**config.mk**
```make
export PLATFORM = sky130hd
export DESIGN_NAME = pulse_width_uart_frame_decoder_core
export DESIGN_NICKNAME = d
export VERILOG_FILES = /design/src/sv/pwufd_pkg.sv /design/src/sv/pwufd_ram.sv /design/src/sv/pulse_width_uart_frame_decoder_core.sv
export SDC_FILE = /design/constraint.sdc
export NUM_CORES = 1
export LEC_CHECK = 0
export BUFFER_PORTS_ARGS = -buffer_cell sky130_fd_sc_hd__buf_2
export CORE_UTILIZATION = 39
export DETAILED_ROUTE_END_ITERATION = 7
export HOLD_SLACK_MARGIN = 0.06
export PLACE_DENSITY_LB_ADDON = 0.15
export SLEW_MARGIN = 30
export SYNTH_ARGS = -nofsm -noshare
export SYNTH_HDL_FRONTEND = slang
export SYNTH_SLANG_ARGS = --single-unit
```
**constraint.sdc**
```tcl
create_clock -name clk -period 3.1 [get_ports clk]
set_clock_uncertainty 0.2 [all_clocks]
set_input_delay 0.465 -clock clk [delete_from_list [all_inputs] [get_ports clk]]
set_output_delay 0.465 -clock clk [all_outputs]
set_load 0.01 [all_outputs]
```
**src/sv/pwufd_pkg.sv**
```systemverilog
`timescale 1ns / 1ps
`default_nettype none
// ----------------------------------------------------------------------------
// pwufd_pkg
// Types and constants of the pulse width frame decoder.
// ----------------------------------------------------------------------------
package pwufd_pkg;

	localparam int PULSE_W     = 16;
	localparam int HALF_W      = 8;
	localparam int CFG_W       = 6;
	localparam int CFG_IDX_W   = 2;
	localparam int UNIT_W      = 4;
	localparam int HIST_W      = 32;
	localparam int CHAR_BITS_W = 10;
	localparam int BIT_CNT_W   = 4;
	localparam int SUM_W       = 9;
	localparam int THR_W       = 10;
	localparam int BYTE_W      = 8;

	localparam logic [CFG_IDX_W-1:0] REG_UNIT_WIDTH     = 2'd0;
	localparam logic [CFG_IDX_W-1:0] REG_UNIT_TOLERANCE = 2'd1;

	localparam logic [CFG_W-1:0] UNIT_WIDTH_RST     = 6'd19;
	localparam logic [CFG_W-1:0] UNIT_TOLERANCE_RST = 6'd6;

	localparam logic [11:0]          START_HI   = 12'hA21;
	localparam logic [15:0]          START_LO   = 16'h1141;
	localparam logic [15:0]          ABORT_PAT  = 16'h00AA;
	localparam logic [BYTE_W-1:0]    CHAR_CR    = 8'h0D;
	localparam logic [BIT_CNT_W-1:0] CHAR_BITS  = 4'd10;
	localparam logic [UNIT_W-1:0]    UNIT_MIN   = 4'd1;
	localparam logic [UNIT_W-1:0]    UNIT_LAST  = 4'd9;
	localparam logic [UNIT_W-1:0]    UNIT_MAX   = 4'd10;

	typedef enum logic [5:0] {
		ST_IDLE   = 6'b000001,
		ST_QUANT  = 6'b000010,
		ST_SHIFT  = 6'b000100,
		ST_DRD    = 6'b001000,
		ST_DLD    = 6'b010000,
		ST_FINISH = 6'b100000
	} state_t;

	function automatic logic [BYTE_W-1:0] reverse8(input logic [BYTE_W-1:0] v);
		logic [BYTE_W-1:0] r;
		for (int i = 0; i < BYTE_W; i++) begin
			r[i] = v[BYTE_W-1-i];
		end
		return r;
	endfunction

endpackage
`default_nettype wire

```
**src/sv/pwufd_ram.sv**
```systemverilog
`timescale 1ns / 1ps
`default_nettype none
// ----------------------------------------------------------------------------
// pwufd_ram
// Generic single write port, single read port RAM with registered read.
// ----------------------------------------------------------------------------
module pwufd_ram #(
	parameter int WIDTH = 8,
	parameter int DEPTH = 32
) (
	input  wire logic                     clk,
	input  wire logic                     we,
	input  wire logic [$clog2(DEPTH)-1:0] waddr,
	input  wire logic [WIDTH-1:0]         wdata,
	input  wire logic                     re,
	input  wire logic [$clog2(DEPTH)-1:0] raddr,
	output logic      [WIDTH-1:0]         rdata
);

	logic [WIDTH-1:0] mem_q [DEPTH];

	always_ff @(posedge clk) begin
		if (we) begin
			mem_q[waddr] <= wdata;
		end
		if (re) begin
			rdata <= mem_q[raddr];
		end
	end

endmodule
`default_nettype wire

```
**src/sv/pulse_width_uart_frame_decoder_core.sv**
```systemverilog
`timescale 1ns / 1ps
`default_nettype none
// ----------------------------------------------------------------------------
// pulse_width_uart_frame_decoder_core
// Quantises pulse widths to bit units, spots start and abort patterns, and
// shifts units into a uart character register; a carriage return sends
// the buffered frame out.
//
// channel   dir  beat contents
// s_axis    in   tdata[15:0] pulse_width
// m_axis    out  tdata[7:0] frame_byte, tlast frame_last
// cfg       in   cfg_index register, cfg_data[5:0] value
//
// a pulse is quantised by 1..9 compares on one shared adder and comparator, then
// shifted in one unit at a time while a frame is open (1..10 units)
// a carriage return drains the buffered bytes, each read from the frame ram
// s_axis_tready is high only between pulses; m_axis stalls hold the drain
// after reset no frame is open and the registers hold 19 and 6
// ----------------------------------------------------------------------------
module pulse_width_uart_frame_decoder_core
	import pwufd_pkg::*;
#(
	parameter int FRAME_BYTES = 32
) (
	input  wire logic                 clk,
	input  wire logic                 arst_n,
	input  wire logic                 s_axis_tvalid,
	output logic                      s_axis_tready,
	input  wire logic [PULSE_W-1:0]   s_axis_tdata,  // [15:0] pulse_width
	output logic                      m_axis_tvalid,
	input  wire logic                 m_axis_tready,
	output logic      [BYTE_W-1:0]    m_axis_tdata,  // [7:0] frame_byte
	output logic                      m_axis_tlast,  // frame_last
	input  wire logic                 cfg_valid,
	output logic                      cfg_ready,
	input  wire logic [CFG_IDX_W-1:0] cfg_index,
	input  wire logic [CFG_W-1:0]     cfg_data      // [5:0] register value
);

	localparam int AW  = $clog2(FRAME_BYTES);
	localparam int BCW = $clog2(FRAME_BYTES + 1);
	localparam logic [BCW-1:0] FRAME_FULL = BCW'(FRAME_BYTES);

	state_t                 state_q;
	logic [CFG_W-1:0]       uw_q;
	logic [CFG_W-1:0]       tol_q;
	logic [HIST_W-1:0]      history_q;
	logic                   frame_open_q;
	logic                   line_q;
	logic [BIT_CNT_W-1:0]   bit_cnt_q;
	logic [CHAR_BITS_W-1:0] shift_q;
	logic [BCW-1:0]         byte_cnt_q;
	logic [SUM_W-1:0]       w_q;
	logic [THR_W-1:0]       acc_q;
	logic [UNIT_W-1:0]      k_q;
	logic [UNIT_W-1:0]      rem_q;
	logic                   was_open_q;
	logic [AW-1:0]          rd_idx_q;
	logic                   out_valid_q;
	logic [BYTE_W-1:0]      out_byte_q;
	logic                   out_last_q;

	logic [HALF_W-1:0]      half;
	logic                   below;
	logic [CHAR_BITS_W-1:0] shift_nx;
	logic [BIT_CNT_W-1:0]   bit_cnt_inc;
	logic                   char_done;
	logic [BYTE_W-1:0]      byte_nx;
	logic [BCW-1:0]         byte_cnt_inc;
	logic                   ram_we;
	logic                   ram_re;
	logic [BYTE_W-1:0]      ram_rdata;
	logic                   out_free;
	logic                   out_load;
	logic                   rd_last;
	logic                   start_hit;
	logic                   abort_hit;

	assign s_axis_tready = (state_q == ST_IDLE);
	assign cfg_ready     = 1'b1;
	assign m_axis_tvalid = out_valid_q;
	assign m_axis_tdata  = out_byte_q;
	assign m_axis_tlast  = out_last_q;

	assign half         = (s_axis_tdata[PULSE_W-1:HALF_W+1] != '0) ? '1
	                    : s_axis_tdata[HALF_W:1];
	assign below        = ({1'b0, w_q} < acc_q);
	assign shift_nx     = {shift_q[CHAR_BITS_W-2:0], line_q};
	assign bit_cnt_inc  = bit_cnt_q + BIT_CNT_W'(1);
	assign char_done    = (bit_cnt_inc == CHAR_BITS);
	assign byte_nx      = reverse8(shift_nx[BYTE_W:1]);
	assign byte_cnt_inc = byte_cnt_q + BCW'(1);
	assign ram_we       = (state_q == ST_SHIFT) && char_done && frame_open_q;
	assign ram_re       = (state_q == ST_DRD);
	assign out_free     = !out_valid_q || m_axis_tready;
	assign out_load     = (state_q == ST_DLD) && out_free;
	assign rd_last      = ((BCW'(rd_idx_q) + BCW'(1)) == byte_cnt_q);
	assign start_hit    = (history_q[27:16] == START_HI) && (history_q[15:0] == START_LO);
	assign abort_hit    = (history_q[15:0] == ABORT_PAT);

	pwufd_ram #(
		.WIDTH(BYTE_W),
		.DEPTH(FRAME_BYTES)
	) u_frame_ram (
		.clk  (clk),
		.we   (ram_we),
		.waddr(byte_cnt_q[AW-1:0]),
		.wdata(byte_nx),
		.re   (ram_re),
		.raddr(rd_idx_q),
		.rdata(ram_rdata)
	);

	// config registers
	always_ff @(posedge clk or negedge arst_n) begin
		if (!arst_n) begin
			uw_q  <= UNIT_WIDTH_RST;
			tol_q <= UNIT_TOLERANCE_RST;
		end else if (cfg_valid) begin
			unique case (cfg_index)
				REG_UNIT_WIDTH:     uw_q  <= cfg_data;
				REG_UNIT_TOLERANCE: tol_q <= cfg_data;
				default: ;
			endcase
		end
	end

	// sequencer and control state
	always_ff @(posedge clk or negedge arst_n) begin
		if (!arst_n) begin
			state_q      <= ST_IDLE;
			history_q    <= '0;
			frame_open_q <= 1'b0;
			line_q       <= 1'b0;
			bit_cnt_q    <= '0;
			shift_q      <= '0;
			byte_cnt_q   <= '0;
			out_valid_q  <= 1'b0;
		end else begin
			if (out_load) begin
				out_valid_q <= 1'b1;
			end else if (m_axis_tready) begin
				out_valid_q <= 1'b0;
			end
			unique case (state_q)
				ST_IDLE: begin
					if (s_axis_tvalid) begin
						state_q <= ST_QUANT;
					end
				end
				ST_QUANT: begin
					if (below || k_q == UNIT_LAST) begin
						history_q <= {history_q[HIST_W-UNIT_W-1:0],
						              below ? k_q : UNIT_MAX};
						state_q   <= frame_open_q ? ST_SHIFT : ST_FINISH;
					end
				end
				ST_SHIFT: begin
					shift_q <= shift_nx;
					if (char_done) begin
						bit_cnt_q <= '0;
					end else begin
						bit_cnt_q <= bit_cnt_inc;
					end
					if (char_done && frame_open_q) begin
						byte_cnt_q <= byte_cnt_inc;
						if (byte_nx == CHAR_CR || byte_cnt_inc >= FRAME_FULL) begin
							frame_open_q <= 1'b0;
						end
					end
					if (char_done && frame_open_q && byte_nx == CHAR_CR) begin
						state_q <= ST_DRD;
					end else if (rem_q == UNIT_MIN) begin
						state_q <= ST_FINISH;
					end
				end
				ST_DRD: begin
					state_q <= ST_DLD;
				end
				ST_DLD: begin
					if (out_free) begin
						if (!rd_last) begin
							state_q <= ST_DRD;
						end else if (rem_q == '0) begin
							state_q <= ST_FINISH;
						end else begin
							state_q <= ST_SHIFT;
						end
					end
				end
				ST_FINISH: begin
					state_q <= ST_IDLE;
					if (start_hit) begin
						line_q <= 1'b0;
					end else if (was_open_q) begin
						line_q <= ~line_q;
					end
					if (start_hit) begin
						frame_open_q <= !abort_hit;
						bit_cnt_q    <= '0;
						shift_q      <= '0;
						byte_cnt_q   <= '0;
					end else if (abort_hit) begin
						frame_open_q <= 1'b0;
					end
				end
				default: state_q <= ST_IDLE;
			endcase
		end
	end

	// datapath of the shared quantiser, unit counter and drain
	always_ff @(posedge clk) begin
		case (state_q)
			ST_IDLE: begin
				w_q   <= SUM_W'(half) + SUM_W'(tol_q);
				acc_q <= {3'b000, uw_q, 1'b0};
				k_q   <= UNIT_MIN;
			end
			ST_QUANT: begin
				acc_q      <= acc_q + THR_W'(uw_q);
				k_q        <= k_q + UNIT_W'(1);
				rem_q      <= below ? k_q : UNIT_MAX;
				was_open_q <= frame_open_q;
			end
			ST_SHIFT: begin
				rem_q    <= rem_q - UNIT_W'(1);
				rd_idx_q <= '0;
			end
			ST_DLD: begin
				if (out_free) begin
					out_byte_q <= ram_rdata;
					out_last_q <= rd_last;
					rd_idx_q   <= rd_idx_q + AW'(1);
				end
			end
			default: ;
		endcase
	end

`ifndef SYNTHESIS
	a_bit_cnt_range: assert property (@(posedge clk) disable iff (!arst_n)
		bit_cnt_q < CHAR_BITS) else $error("bit counter out of range");
	a_byte_cnt_range: assert property (@(posedge clk) disable iff (!arst_n)
		byte_cnt_q <= FRAME_FULL) else $error("byte counter beyond frame size");
	a_drain_closed: assert property (@(posedge clk) disable iff (!arst_n)
		(state_q == ST_DRD || state_q == ST_DLD) |-> !frame_open_q)
		else $error("frame open during drain");
	a_shift_units: assert property (@(posedge clk) disable iff (!arst_n)
		state_q == ST_SHIFT |-> rem_q != '0) else $error("shift with no units left");
	a_open_not_full: assert property (@(posedge clk) disable iff (!arst_n)
		(state_q == ST_IDLE && frame_open_q) |-> byte_cnt_q < FRAME_FULL)
		else $error("open frame with full buffer");
`endif

endmodule
`default_nettype wire

```
==> Word-level counts from Yosys, hierarchy flattened <==
Memory sizes are Yosys's and may differ from the RTL's. A register that Yosys moved wholly into a read port is not among the register bits.
Cells that the tools add are included.
W data, S select, Z words.
{ "totals": {"register_bits": 109, "n_memories": 1, "output_inout_bits": 12, "ramBits": 256, "input_bits": 29, "elab_cells": 118} }
{ "classes": {"n_eq_ne": 23, "n_bitwise": 1, "n_lt_le_gt_ge": 2, "reduce_logical": 30, "add_sub_neg": 8, "n_mux": 35} }
{ "mem_list": {"columns": ["name", "depth", "width", "rd", "rd_clocked_by_memory_dff", "wr", "line_no", "source"], "rows": [
  ["u_frame_ram.mem_q", 32, 8, 1, 1, 1, "pwufd_ram.sv:20", "logic [WIDTH-1:0] mem_q [DEPTH];"]
]} }
{ "ops": {"columns": ["operator", "n"], "rows": [
  ["$mux W6", 10],
  ["$pmux W6 S5", 1],
  ["$pmux W4 S2", 3],
  ["$pmux W10 S2", 1],
  ["$eq A16 B13 Y1 const B", 1],
  ["$eq A16 B8 Y1 const B", 1],
  ["$mux W8", 2],
  ["$pmux W8 S2", 1],
  ["$reduce_and A2 Y1", 7],
  ["$eq A12 B12 Y1 const B", 1],
  ["$mux W4", 3],
  ["$pmux W6 S2", 1],
  ["$reduce_bool A2 Y1", 6],
  ["$add A10 B6 Y10", 1],
  ["$lt A9 B10 Y1", 1],
  ["$mux W1", 10],
  ["$pmux W5 S2", 1],
  ["$add A8 B6 Y9", 1],
  ["$add A4 B1 Y4 const B", 2],
  ["$eq A4 B4 Y1 const B", 2],
  ["$eq A8 B4 Y1 const B", 1],
  ["$ne A2 B2 Y1 const B", 4],
  ["$reduce_and A4 Y1", 2],
  ["$reduce_bool A7 Y1", 1],
  ["other kinds (26)", 35]
]} }

==> Depth between registers and ports, before layout <==
{ "depth": {"depth_word": 6, "mapped_depth": 12} }

==> Cells and area by module <==
From an unflattened synthesis, not the netlist that was laid out.
{ "hier_totals": {"hier_cells": 903, "area_unflattened_um2": 15696.3} }
{ "by_module_without_submodules": {"columns": ["mod", "area_each_um2", "seq_area_each_um2", "instances", "cells_per_inst"], "rows": [
  ["pwufd_ram", 10133.5, 7927.6, 1, 417],
  ["pulse_width_uart_frame_decoder_core", 5562.8, 2945.3, 1, 486]
]} }

==> Worst setup path before layout <==
Ideal clock, no wire load.
{ "synth_timing": {"path_type": "input -> register", "from": "in s_axis_tdata[11]", "to": "reg w_q[7], data pin", "arrival_time_ps": 2169, "n_path_buf": 0, "path_slack_ps": 472, "t_required_ps": 2641, "cell_stages": 9, "setup_ps": 259, "path_cell_list": "nor4_1 nand2_1 or2_1 ha_1 a21o_1 a21oi_1 o21a_1 nor3_1 o31a_1"} }
{ "synth_via": {"elab_chain_len": 3} }
{ "synth_lines": {"columns": ["item", "line_no", "source"], "rows": [
  ["start: declaration", "pulse_width_uart_frame_decoder_core.sv:29", "input wire logic [PULSE_W-1:0] s_axis_tdata,"],
  ["$reduce_bool A7 Y1", "pulse_width_uart_frame_decoder_core.sv:85", "assign half = (s_axis_tdata[PULSE_W-1:HALF_W+1] != '0) ? '1"],
  ["$mux W8", "pulse_width_uart_frame_decoder_core.sv:85", null],
  ["$add A8 B6 Y9", "pulse_width_uart_frame_decoder_core.sv:216", "w_q <= SUM_W'(half) + SUM_W'(tol_q);"],
  ["end signal: assignment", "pulse_width_uart_frame_decoder_core.sv:216", null],
  ["end: declaration", "pulse_width_uart_frame_decoder_core.sv:53", "logic [SUM_W-1:0] w_q;"]
]} }
Every way passes these cells.
A chain may end at the register's enable or synchronous reset.

==> metrics <==
Final Hold Fails=0; CTS tree=yes; cts bufs inserted=39; Pleak=between 0.006 and 0.007 uW; non-filler instance count after layout=between 1500 and 2000; Synth Net Count=~970; CP delay by family, top=multiplexers; total of max-cap violations=0; status=finished, final reports clean; register area share after synthesis=between 60 and 70%; vias in the first global route=8420; worst path required time=3.18 ns; initial antenna violation count=0; DRT iter0 DRCs=roughly 440; critical path peak fanout=44; Mapped Area=0.0157 mm^2; CP dominant cell by count=mux4_2; Clock Sinks=373; largest net degree at the start of global routing=45; worst-path cell chain=buf_12 -> mux4_2 -> mux4_2 -> mux2_2; routability cong.=roughly 0.75; register bit count reported by yosys=373; worst-margin pin slew=around 0.83 ns; most frequent cells in the layout=306 x edfxtp_1, 80 x mux4_2, 65 x nor2_1, 61 x dfrtp_1, 57 x buf_4; Via density=between 5 and 6; Synth cell types=64; Ant. Diodes=0; Final Net Count=1088; Port Buffers=38; commonest non-fill, non-tap cell in the layout=edfxtp_1; post-CTS setup buffers=0; DRT Pass-1 Iters=5; FFs w/ async S/R, synth=~18%; initial core utilization=a little under 40%; Final Cycle Share=88.0%; # fillers=~3500; Mapped Cells=between 900 and 1000; Die Ht=between 200 and 250 um; Reg clk slew, reported paths=approximately 0.060 ns; power per cell area=678 mW/mm^2; Root Driver=clkbuf_16; core area=just under 0.04 mm^2; I/O Pins=a little over 40; maximum buffer depth of the clock tree=3; Max Freq=0.367 GHz; Skew-Pair Late Insertion Delay=~0.54 ns; Final TNS setup=0 ns; Final min period=2.73 ns; startpoint types=flop; CP arrival=roughly 2.8 ns; CP bufs+invs=1; FP Rows=73; placed insts=~1500; Total GRT Usage=~16%; Slowest cell on crit path=mux4_2; WL final=about 32 mm; drc violations=0; RSZ-0062 raised after global routing=no; Setup CP Type=flop to flop; die area=about 0.04 mm^2; Post-synth EDFFs=slightly above 300; layout cells sized above 1=25.7%; final antenna-violating net count=0; critical path's largest stage delay=0.60 ns; first-pass GRT wire length=~50 mm; top_reg_cell synth=edfxtp_1; grt total ovfl=0; Detailed Place HPWL=20.3 mm; Slew HR=~44%; H-tree lvl count=2; setup violators final=0; Syn Area/Cell=roughly 17 um^2; fin. max-slew vios=0; worst vdd ir=~0.6 mV; Die X=203 um; Yosys warnings=0; DR WL/cell=between 20 and 25 um; CP Capture Type=flop; detailed-route via count=around 8300; Hold Path Class=input pin to flop; Synth-to-Final Area Change=16.4%
## final timing paths
kind | depth (start not counted) | from | slack (ns) | endpoint
worst min register to register | 0 | u_frame_ram.rdata[3] | 0.22 | m_axis_tdata[3]
max in group asynchronous | 3 | arst_n | 1.66 | state_q[0]
worst min-delay path | 3 | s_axis_tdata[7] | 0.12 | w_q[6]
worst max register to register | 4 | rd_idx_q[0] | 0.37 | u_frame_ram.rdata[6]
worst max-delay path | 4 | rd_idx_q[0] | 0.37 | u_frame_ram.rdata[6]
min in group asynchronous | 2 | arst_n | 0.31 | history_q[22]
## cell families (layout without fill, tap and decap cells)
family | after synthesis | after routing | synth area share [%]
and+or+nand+nor | 191 | 191 | 5.95
buffers and inverters | 65 | 211 | 1.82
other | 1 | 1 | 0.0239
DFF | 373 | 373 | 69.2
AOI/OAI and AO/OA | 97 | 97 | 4.23
adders and majority gates | 33 | 33 | 2.72
muxes | 125 | 125 | 14.7
xor gates and xnor gates | 25 | 25 | 1.39
## final cells by class
cell class,count,area (um^2),area share [%]
flip-flops and latches,373,10900,59.5
multi-input cells,472,4570,25.0
clock buffers,51,1090,5.98
repair buffers,110,828,4.53
well taps,525,657,3.59
clock inverters,20,151,0.828
inverters,30,113,0.616
## repair_timing
| item | CTS | global route |
|---|---|---|
| hold buffers | 9 | 0 |
| endpoints found under the hold margin | 39 | 0 |
| resized for setup | 0 | 0 |
## synthesized netlist by cell type (all sizes together), types with 4 or more instances
cell type,count,area (um^2)
a211oi,4,35.0
a21o,8,60.1
a21oi,18,90.1
a22o,11,96.3
buf,12,86.3
clkbuf,23,86.3
dfrtp,61,1530
dfstp,6,158
edfxtp,306,9190
ha,31,388
inv,29,109
mux2,44,495
mux4,80,1800
nand2,42,160
nand2b,4,25.0
nand3,15,75.1
nand3b,8,60.1
nand4,4,25.0
nand4b,4,35.0
nor2,65,244
nor2b,4,25.0
nor3,15,75.1
nor4,8,56.3
o211ai,5,37.5
o21ai,22,110
or2,7,43.8
xnor2,16,140
xor2,9,78.8
## where the power goes
group	internal [uW]	total (uW)	switching, uW
Combinational	761	1690	930
Sequential	5890	6190	295
Clock	2650	4530	1880
Total	9300	12400	3100
## worst register-to-register path, delay by kind of cell, from the launching register on
| family | cells | cell delay, ns |
|---|---|---|
| muxes | 3 | 1.48 |
| buffers and inverters | 1 | 0.35 |
| DFF | 1 | 0.44 |
## layer usage
layer,vias up,part of all wire [%],global-route usage (%)
met4,0,2.1,4.89
met3,51,3.8,2.50
met5,-,0,0
met1,4248,48,23.0
met2,149,46,25.2
li1,3812,-,-
## metrics by stage
step | power, uW | instance area [um^2] | hold WS (ns) | util, % | worst slack, ns
floorplan | 7480 | 15700 | -0.0306 | - | 0.472
detailed placement | 7990 | 16900 | 0.205 | 42.7 | 0.221
finish | 12400 | 18300 | 0.119 | 46.0 | 0.373
global placement | 7980 | 16900 | 0.201 | 42.7 | 0.178
CTS | 12600 | 18300 | 0.0982 | 46.0 | 0.343
global route | 13000 | 18300 | 0.115 | 46.0 | 0.207
## flip-flops by register name, indices dropped and copies added (netlist names), 5 cells and up
register           flops
acc_q                 10
byte_cnt_q             6
history_q             28
m_axis_tdata           8
rd_idx_q               5
shift_q                8
state_q                6
tol_q                  6
u_frame_ram.mem_q    256
u_frame_ram.rdata      8
uw_q                   6
w_q                    9
Note: power is estimated with default switching activity, not from simulation.
